[config.mk]
export PLATFORM = sky130hd
export DESIGN_NAME = bracket_pair_matcher_core
export DESIGN_NICKNAME = d
export VERILOG_FILES = /design/src/hdl/bpm_pkg.sv /design/src/hdl/bpm_front.sv /design/src/hdl/bpm_queue.sv /design/src/hdl/bpm_back.sv /design/src/hdl/bracket_pair_matcher_core.sv
export VERILOG_INCLUDE_DIRS = /design/src /design/src/hdl
export SDC_FILE = /design/constraint.sdc
export NUM_CORES = 2
export LEC_CHECK = 0
export BUFFER_PORTS_ARGS = -buffer_cell sky130_fd_sc_hd__buf_4
export CORE_MARGIN = 3
export CORE_UTILIZATION = 59
export CTS_BUF_LIST = sky130_fd_sc_hd__clkbuf_2
export CTS_CLUSTER_SIZE = 12
export DETAILED_ROUTE_END_ITERATION = 12
export PLACE_DENSITY = 0.82
export SLEW_MARGIN = 20
export SYNTH_ARGS = -nofsm -noshare
export SYNTH_HDL_FRONTEND = slang
export SYNTH_HIERARCHICAL = 1
export SYNTH_SLANG_ARGS = --single-unit
export TNS_END_PERCENT = 10
[constraint.sdc]
create_clock -name aclk -period 5.55 [get_ports aclk]
set_input_delay 0.2775 -clock aclk [delete_from_list [all_inputs] [get_ports aclk]]
set_output_delay 0.2775 -clock aclk [all_outputs]
set_load 0.01 [all_outputs]
[src/hdl/bracket_pair_matcher_core_defines.svh]
// Assertion macros for the file that checks this block.
`ifndef BRACKET_PAIR_MATCHER_CORE_DEFINES_SVH
`define BRACKET_PAIR_MATCHER_CORE_DEFINES_SVH

// The expression holds at every clock edge outside reset.
`define BPM_ASSERT_ALWAYS(label, clk, rstn, expr, msg) \
    label: assert property (@(posedge clk) disable iff (!rstn) (expr)) else $error(msg);

// The consequent holds in the same cycle as the antecedent.
`define BPM_ASSERT_IMPLIES(label, clk, rstn, ante, cons, msg) \
    label: assert property (@(posedge clk) disable iff (!rstn) (ante) |-> (cons)) \
        else $error(msg);

`endif

[src/hdl/bpm_pkg.sv]
package bpm_pkg;

    localparam int STACK_DEPTH = 32;
    localparam int STACK_AW    = $clog2(STACK_DEPTH);
    localparam int STACK_CW    = $clog2(STACK_DEPTH + 1);

    localparam int Q_DEPTH = 4;
    localparam int Q_AW    = $clog2(Q_DEPTH);
    localparam int Q_CW    = $clog2(Q_DEPTH + 1);

    localparam int CP_W  = 21;
    localparam int LOC_W = 32;
    localparam int NUM_IGNORE = 4;
    localparam int CFG_IDX_W  = 2;

    typedef enum logic [1:0] {
        OP_PUSH,
        OP_CLOSE,
        OP_DRAIN
    } bpm_op_t;

    typedef enum logic [1:0] {
        KIND_NOT_OPENED = 2'd0,
        KIND_NOT_CLOSED = 2'd1,
        KIND_OVERFLOW   = 2'd2
    } bpm_kind_t;

    typedef enum logic [CFG_IDX_W-1:0] {
        REG_IGNORE_A = 2'd0,
        REG_IGNORE_B = 2'd1,
        REG_IGNORE_C = 2'd2,
        REG_IGNORE_D = 2'd3
    } bpm_reg_t;

    typedef struct packed {
        bpm_op_t           op;
        logic [CP_W-1:0]   code_point;
        logic [CP_W-1:0]   mirror_point;
        logic [LOC_W-1:0]  location;
    } bpm_entry_t;

    typedef struct packed {
        logic [STACK_CW-1:0] stack_count;
        logic                draining;
    } bpm_back_status_t;

endpackage

[src/hdl/bpm_front.sv]
module bpm_front (
    input  logic                               aclk,
    input  logic                               aresetn,
    input  logic                               cfg_wr_en,
    input  logic [bpm_pkg::CFG_IDX_W-1:0]      cfg_index,
    input  logic [bpm_pkg::CP_W-1:0]           cfg_wdata,
    input  logic                               s_valid,
    output logic                               s_ready,
    input  logic                               s_action,
    input  logic [bpm_pkg::CP_W-1:0]           s_code_point,
    input  logic [bpm_pkg::CP_W-1:0]           s_mirror_point,
    input  logic [bpm_pkg::LOC_W-1:0]          s_location_tag,
    input  logic                               q_full,
    output logic                               q_push,
    output bpm_pkg::bpm_entry_t                q_entry
);
    import bpm_pkg::*;

    logic [CP_W-1:0] ignore_reg [NUM_IGNORE];
    logic            ignored;
    logic            skip;

    always_ff @(posedge aclk) begin
        if (!aresetn) begin
            for (int i = 0; i < NUM_IGNORE; i++) begin
                ignore_reg[i] <= '0;
            end
        end else if (cfg_wr_en) begin
            unique case (bpm_reg_t'(cfg_index))
                REG_IGNORE_A: ignore_reg[0] <= cfg_wdata;
                REG_IGNORE_B: ignore_reg[1] <= cfg_wdata;
                REG_IGNORE_C: ignore_reg[2] <= cfg_wdata;
                REG_IGNORE_D: ignore_reg[3] <= cfg_wdata;
                default: ;
            endcase
        end
    end

    always_comb begin
        ignored = 1'b0;
        for (int i = 0; i < NUM_IGNORE; i++) begin
            if ((ignore_reg[i] != '0) &&
                ((s_code_point == ignore_reg[i]) || (s_mirror_point == ignore_reg[i]))) begin
                ignored = 1'b1;
            end
        end
    end

    always_comb begin
        q_entry.code_point   = s_code_point;
        q_entry.mirror_point = s_mirror_point;
        q_entry.location     = s_location_tag;
        skip                 = 1'b0;
        if (s_action) begin
            q_entry.op = OP_DRAIN;
        end else if (s_code_point < s_mirror_point) begin
            q_entry.op = OP_PUSH;
            skip       = ignored;
        end else begin
            q_entry.op = OP_CLOSE;
            skip       = ignored || (s_mirror_point == '0);
        end
    end

    assign s_ready = !q_full;
    assign q_push  = s_valid && !q_full && !skip;

endmodule

[src/hdl/bpm_queue.sv]
module bpm_queue (
    input  logic                         aclk,
    input  logic                         aresetn,
    input  logic                         push,
    input  bpm_pkg::bpm_entry_t          push_entry,
    output logic                         full,
    output logic                         pop_valid,
    input  logic                         pop_ready,
    output bpm_pkg::bpm_entry_t          pop_entry,
    output logic [bpm_pkg::Q_CW-1:0]     level
);
    import bpm_pkg::*;

    bpm_entry_t        slot_reg [Q_DEPTH];
    logic [Q_AW-1:0]   wr_ptr_reg;
    logic [Q_AW-1:0]   rd_ptr_reg;
    logic [Q_CW-1:0]   count_reg;
    logic              do_push;
    logic              do_pop;

    assign full      = (count_reg == Q_CW'(Q_DEPTH));
    assign pop_valid = (count_reg != '0);
    assign pop_entry = slot_reg[rd_ptr_reg];
    assign level     = count_reg;
    assign do_push   = push && !full;
    assign do_pop    = pop_valid && pop_ready;

    always_ff @(posedge aclk) begin
        if (do_push) begin
            slot_reg[wr_ptr_reg] <= push_entry;
        end
    end

    always_ff @(posedge aclk) begin
        if (!aresetn) begin
            wr_ptr_reg <= '0;
            rd_ptr_reg <= '0;
            count_reg  <= '0;
        end else begin
            if (do_push) begin
                wr_ptr_reg <= wr_ptr_reg + 1'b1;
            end
            if (do_pop) begin
                rd_ptr_reg <= rd_ptr_reg + 1'b1;
            end
            if (do_push && !do_pop) begin
                count_reg <= count_reg + 1'b1;
            end else if (do_pop && !do_push) begin
                count_reg <= count_reg - 1'b1;
            end
        end
    end

endmodule

[src/hdl/bpm_back.sv]
module bpm_back (
    input  logic                          aclk,
    input  logic                          aresetn,
    input  logic                          op_valid,
    output logic                          op_ready,
    input  bpm_pkg::bpm_entry_t           op_entry,
    output logic                          m_valid,
    input  logic                          m_ready,
    output logic [1:0]                    m_report_kind,
    output logic [bpm_pkg::CP_W-1:0]      m_report_char,
    output logic [bpm_pkg::LOC_W-1:0]     m_report_location,
    output logic                          m_last_report,
    output bpm_pkg::bpm_back_status_t     status
);
    import bpm_pkg::*;

    typedef enum logic {
        ST_RUN,
        ST_DRAIN
    } state_t;

    state_t                state_reg;
    logic [STACK_CW-1:0]   count_reg;
    logic [STACK_AW-1:0]   drain_idx_reg;
    logic                  m_valid_reg;
    logic [1:0]            kind_reg;
    logic [CP_W-1:0]       char_reg;
    logic [LOC_W-1:0]      loc_reg;
    logic                  last_reg;

    logic [CP_W-1:0]       stack_chars [STACK_DEPTH];
    logic [LOC_W-1:0]      stack_locs  [STACK_DEPTH];

    logic                  out_free;
    logic                  take_op;
    logic                  stack_full;
    logic                  do_push;
    logic [STACK_CW-1:0]   count_m1;
    logic [STACK_AW-1:0]   rd_addr;
    logic [CP_W-1:0]       rd_char;
    logic [LOC_W-1:0]      rd_loc;
    logic                  drain_last;
    logic                  close_match;
    logic                  out_load;

    assign out_free   = !m_valid_reg || m_ready;
    assign op_ready   = (state_reg == ST_RUN) && out_free;
    assign take_op    = op_valid && op_ready;
    assign stack_full = (count_reg == STACK_CW'(STACK_DEPTH));
    assign do_push    = take_op && (op_entry.op == OP_PUSH) && !stack_full;
    assign count_m1   = count_reg - 1'b1;
    assign rd_addr    = (state_reg == ST_DRAIN) ? drain_idx_reg : count_m1[STACK_AW-1:0];
    assign rd_char    = stack_chars[rd_addr];
    assign rd_loc     = stack_locs[rd_addr];
    assign drain_last = ({1'b0, drain_idx_reg} + 1'b1) == count_reg;
    assign close_match = (count_reg != '0) && (rd_char == op_entry.mirror_point);
    assign out_load   = (state_reg == ST_DRAIN) ? out_free :
                        (take_op && (((op_entry.op == OP_PUSH) && stack_full) ||
                                     ((op_entry.op == OP_CLOSE) && !close_match)));

    always_ff @(posedge aclk) begin
        if (do_push) begin
            stack_chars[count_reg[STACK_AW-1:0]] <= op_entry.code_point;
            stack_locs[count_reg[STACK_AW-1:0]]  <= op_entry.location;
        end
    end

    always_ff @(posedge aclk) begin
        if (!aresetn) begin
            state_reg     <= ST_RUN;
            count_reg     <= '0;
            drain_idx_reg <= '0;
            m_valid_reg   <= 1'b0;
        end else begin
            if (out_load) begin
                m_valid_reg <= 1'b1;
            end else if (m_valid_reg && m_ready) begin
                m_valid_reg <= 1'b0;
            end
            unique case (state_reg)
                ST_RUN: begin
                    if (take_op) begin
                        unique case (op_entry.op)
                            OP_PUSH: begin
                                if (stack_full) begin
                                    kind_reg    <= KIND_OVERFLOW;
                                    char_reg    <= op_entry.code_point;
                                    loc_reg     <= op_entry.location;
                                    last_reg    <= 1'b1;
                                end else begin
                                    count_reg <= count_reg + 1'b1;
                                end
                            end
                            OP_CLOSE: begin
                                if (close_match) begin
                                    count_reg <= count_m1;
                                end else begin
                                    kind_reg    <= KIND_NOT_OPENED;
                                    char_reg    <= op_entry.code_point;
                                    loc_reg     <= op_entry.location;
                                    last_reg    <= 1'b1;
                                end
                            end
                            OP_DRAIN: begin
                                if (count_reg != '0) begin
                                    state_reg     <= ST_DRAIN;
                                    drain_idx_reg <= '0;
                                end
                            end
                            default: ;
                        endcase
                    end
                end
                ST_DRAIN: begin
                    if (out_free) begin
                        kind_reg    <= KIND_NOT_CLOSED;
                        char_reg    <= rd_char;
                        loc_reg     <= rd_loc;
                        last_reg    <= drain_last;
                        if (drain_last) begin
                            count_reg <= '0;
                            state_reg <= ST_RUN;
                        end else begin
                            drain_idx_reg <= drain_idx_reg + 1'b1;
                        end
                    end
                end
                default: state_reg <= ST_RUN;
            endcase
        end
    end

    assign m_valid            = m_valid_reg;
    assign m_report_kind      = kind_reg;
    assign m_report_char      = char_reg;
    assign m_report_location  = loc_reg;
    assign m_last_report      = last_reg;
    assign status.stack_count = count_reg;
    assign status.draining    = (state_reg == ST_DRAIN);

endmodule

[src/hdl/bracket_pair_matcher_core.sv]
// A beat that causes a report is queued, then sets the registered m_valid when taken.
// Throughput: one input beat per cycle while the four-entry queue has room.
// An end-of-chapter beat holds the stack engine until every stacked entry is reported.
// Reset (aresetn low, synchronous) clears the ignore registers, stack count and queue.
// Stack contents are not cleared; only entries below the stack count are read.
`include "bracket_pair_matcher_core_defines.svh"

module bracket_pair_matcher_core (
    input  logic                               aclk,
    input  logic                               aresetn,
    input  logic                               cfg_wr_en,
    input  logic [bpm_pkg::CFG_IDX_W-1:0]      cfg_index,
    input  logic [bpm_pkg::CP_W-1:0]           cfg_wdata,
    input  logic                               s_valid,
    output logic                               s_ready,
    input  logic                               s_action,
    input  logic [bpm_pkg::CP_W-1:0]           s_code_point,
    input  logic [bpm_pkg::CP_W-1:0]           s_mirror_point,
    input  logic [bpm_pkg::LOC_W-1:0]          s_location_tag,
    output logic                               m_valid,
    input  logic                               m_ready,
    output logic [1:0]                         m_report_kind,
    output logic [bpm_pkg::CP_W-1:0]           m_report_char,
    output logic [bpm_pkg::LOC_W-1:0]          m_report_location,
    output logic                               m_last_report
);
    import bpm_pkg::*;

    logic              q_full;
    logic              q_push;
    bpm_entry_t        q_in;
    logic              op_valid;
    logic              op_ready;
    bpm_entry_t        op_entry;
    logic [Q_CW-1:0]   q_level;
    bpm_back_status_t  back_status;

    bpm_front u_front (
        .aclk           (aclk),
        .aresetn        (aresetn),
        .cfg_wr_en      (cfg_wr_en),
        .cfg_index      (cfg_index),
        .cfg_wdata      (cfg_wdata),
        .s_valid        (s_valid),
        .s_ready        (s_ready),
        .s_action       (s_action),
        .s_code_point   (s_code_point),
        .s_mirror_point (s_mirror_point),
        .s_location_tag (s_location_tag),
        .q_full         (q_full),
        .q_push         (q_push),
        .q_entry        (q_in)
    );

    bpm_queue u_queue (
        .aclk       (aclk),
        .aresetn    (aresetn),
        .push       (q_push),
        .push_entry (q_in),
        .full       (q_full),
        .pop_valid  (op_valid),
        .pop_ready  (op_ready),
        .pop_entry  (op_entry),
        .level      (q_level)
    );

    bpm_back u_back (
        .aclk              (aclk),
        .aresetn           (aresetn),
        .op_valid          (op_valid),
        .op_ready          (op_ready),
        .op_entry          (op_entry),
        .m_valid           (m_valid),
        .m_ready           (m_ready),
        .m_report_kind     (m_report_kind),
        .m_report_char     (m_report_char),
        .m_report_location (m_report_location),
        .m_last_report     (m_last_report),
        .status            (back_status)
    );

    `BPM_ASSERT_ALWAYS(a_stack_bound, aclk, aresetn, back_status.stack_count <= STACK_CW'(STACK_DEPTH), "stack count beyond depth")
    `BPM_ASSERT_ALWAYS(a_queue_bound, aclk, aresetn, q_level <= Q_CW'(Q_DEPTH), "queue level beyond depth")
    `BPM_ASSERT_IMPLIES(a_single_last, aclk, aresetn, m_valid && (m_report_kind != KIND_NOT_CLOSED), m_last_report, "single report without last mark")
    `BPM_ASSERT_IMPLIES(a_drain_nonempty, aclk, aresetn, back_status.draining, back_status.stack_count != '0, "drain with empty stack")

endmodule

==> flow_summary.yaml <==
status:
  outcome: "completed"
clocking:
  h-tree-depth: 6
  cts-buffers-inserted: 539
  clk_pin_slew_ps: 110
  clockBufferDepth: 4
  clock-root-buffer: "clkbuf_2"
  clk_latency_ps: 1770
  clock-sinks: 2162
  cts_tree: "done"
place:
  portBuffers: 160
  pre_cts_slack_ps: 103
  dp_hpwl_um: 139000
  globalplace.congestion: 0.930
  place_area_um2: 93200
routing:
  drtIter0Drc: 8322
  ant_nets: 0
  wl_per_cell_um: 31.3
  num_vias: 53400
  totalWireLength_um: 252000
  vias_per_cell: 6.63
  first_pass_iters: 7
  drc: 0
sta:
  finalHoldViolations: 0
  postLayoutSetupSlackWorst_ps: 108
  rsz0062_at_grt: "no"
  slew_headroom_pct: 20.9
  hold_slack_ps: 332
  period_needed_ps: 5440
  tightest_slew_ps: 1190
  fmax_mhz: 184
  finalClockSkew_ps: 225
  fin_crit_sh_pct: 98.1
  setup_viol: 0
  report.final.slew_viol_count: 0
global_route:
  globalRouteMet3Util_pct: 9.02
  grt_use_met1_pct: 43.1
  antenna_found_initial: 7
  grt_pass1_vias: 54600
  grtUsageTotal_pct: 32.4
  use_met2_pct: 50.3
  grt_pass1_wl_um: 365000
  grt_remaining_overflow: 0
  top_usage_layer: "met2"
  grt_max_degree: 92
power:
  power_density_nw_per_um2: 587
  irDropWorstVdd_uv: 541
  cellLeakagePower_uw: 0.0342
synthesis:
  postSynthAreaPerCell_um2: 18.3
  yosys_warnings: 6
  syn-num-nets: 4992
  synth_area_um2: 89000
  syn_inst: 4857
cells_and_area:
  largest_reg_flops: 1024
  fin_area_um2: 101000
  final_nets: 5830
  syn2layout_area_growth_pct: 13.8
  drive_gt1_share_pct: 28.0
  fin_util_pct: 68.0
setup_path:
  worstPathArrival_ps: 6810
  cp_max_fo: 28
  reg2reg_from: "u_back/count_reg[0]"
  crit_start: "u_back/count_reg[0]"
  cp-end-kind: "flip-flop"
  cp-start-kind: "flip-flop"
  path_class: "reg2reg"
  worst-endpoint-required_ps: 6920
floorplanning:
  fp.dieW_um: 394
  rows: 141
  core-area_um2: 149000
  die-area_um2: 156000
  start_util_pct: 59.8
  die-height_um: 394
  ioPinCount: 161
worst_hold_path:
  hp-class: "in2reg"
  min_from: "s_mirror_point[9]"
flow_run:
  cap_violations: 0
==> per-layer routing <==
layer	wire, µm	part of all wire (%)
met4	12400	4.9
met1	86600	34
met3	34000	13
met2	119000	47
met5	23	0.0091
==> cell type report <==
cell class                 instances  area [µm²]
clock inverter                   128         885
inverter                          43         163
tap                             2002        2500
fill                            9452       47600
multi-input combinational       2275       22500
antenna                            9        22.5
sequential                      2162       64700
timing repair buffer             674        6660
clock buffer                     765        3830
==> worst max-delay path: stages, from the launching register on <==
cell and delay (ps):
dfxtp_2 370, inv_1 60, ha_1 590, or2_4 390
buf_4 280, nand3_1 130, a41oi_1 240, a221oi_1 80
a211oi_1 570, or4_1 200, o211ai_1 80, or4_1 620
nor4_2 360, nand3_1 290, nor4bb_2 270, o211a_4 340
buf_12 210
==> cell usage in the layout (no fill, tap or decap), drive strengths merged, types with 48 or more instances in the layout <==
| cell type | instances |
|---|---|
| o21ai | 133 |
| nand3 | 67 |
| o22ai | 75 |
| inv | 60 |
| a21oi | 87 |
| clkinv | 95 |
| mux2i | 147 |
| xnor2 | 160 |
| edfxtp | 2140 |
| buf | 343 |
| nor2 | 211 |
| dlygate4sd3 | 331 |
| nand4 | 48 |
| and2 | 95 |
| nor2b | 92 |
| nand2 | 120 |
| mux4 | 435 |
| clkbuf | 765 |
==> path summary, 6_finish.rpt <==
kind	to	slack [ps]	cells after the start
worst max-delay path	u_back/m_report_location[18]	110	16
worst min-delay path	u_queue/slot_reg[1][41]	330	3
worst max register to register	u_back/m_report_location[18]	110	16
worst min register to register	u_queue/wr_ptr_reg[0]	510	2
==> per-stage QoR <==
step                total power, µW  std cells  setup TNS (ps)
floorplan                     39500       4857          -24440
global placement              47500       6824               0
detailed placement            48300       6824               0
CTS                           58900       8049               0
global route                  61800       8055               0
finish                        59500       8058               0
==> power breakdown <==
group / internal [µW] / switching [µW] / total [µW]
clock network: 4320 / 6220 / 10500
logic: 10700 / 16800 / 27500
registers: 21000 / 458 / 21400
total: 36000 / 23500 / 59500
==> timing repair <==
action,CTS,global route
setup buffers,0,0
endpoints found under the setup margin,0,42
resized for setup,0,6
hold endpoints to repair,907,0
hold buffers,332,0
(Power assumes the default switching activity.)
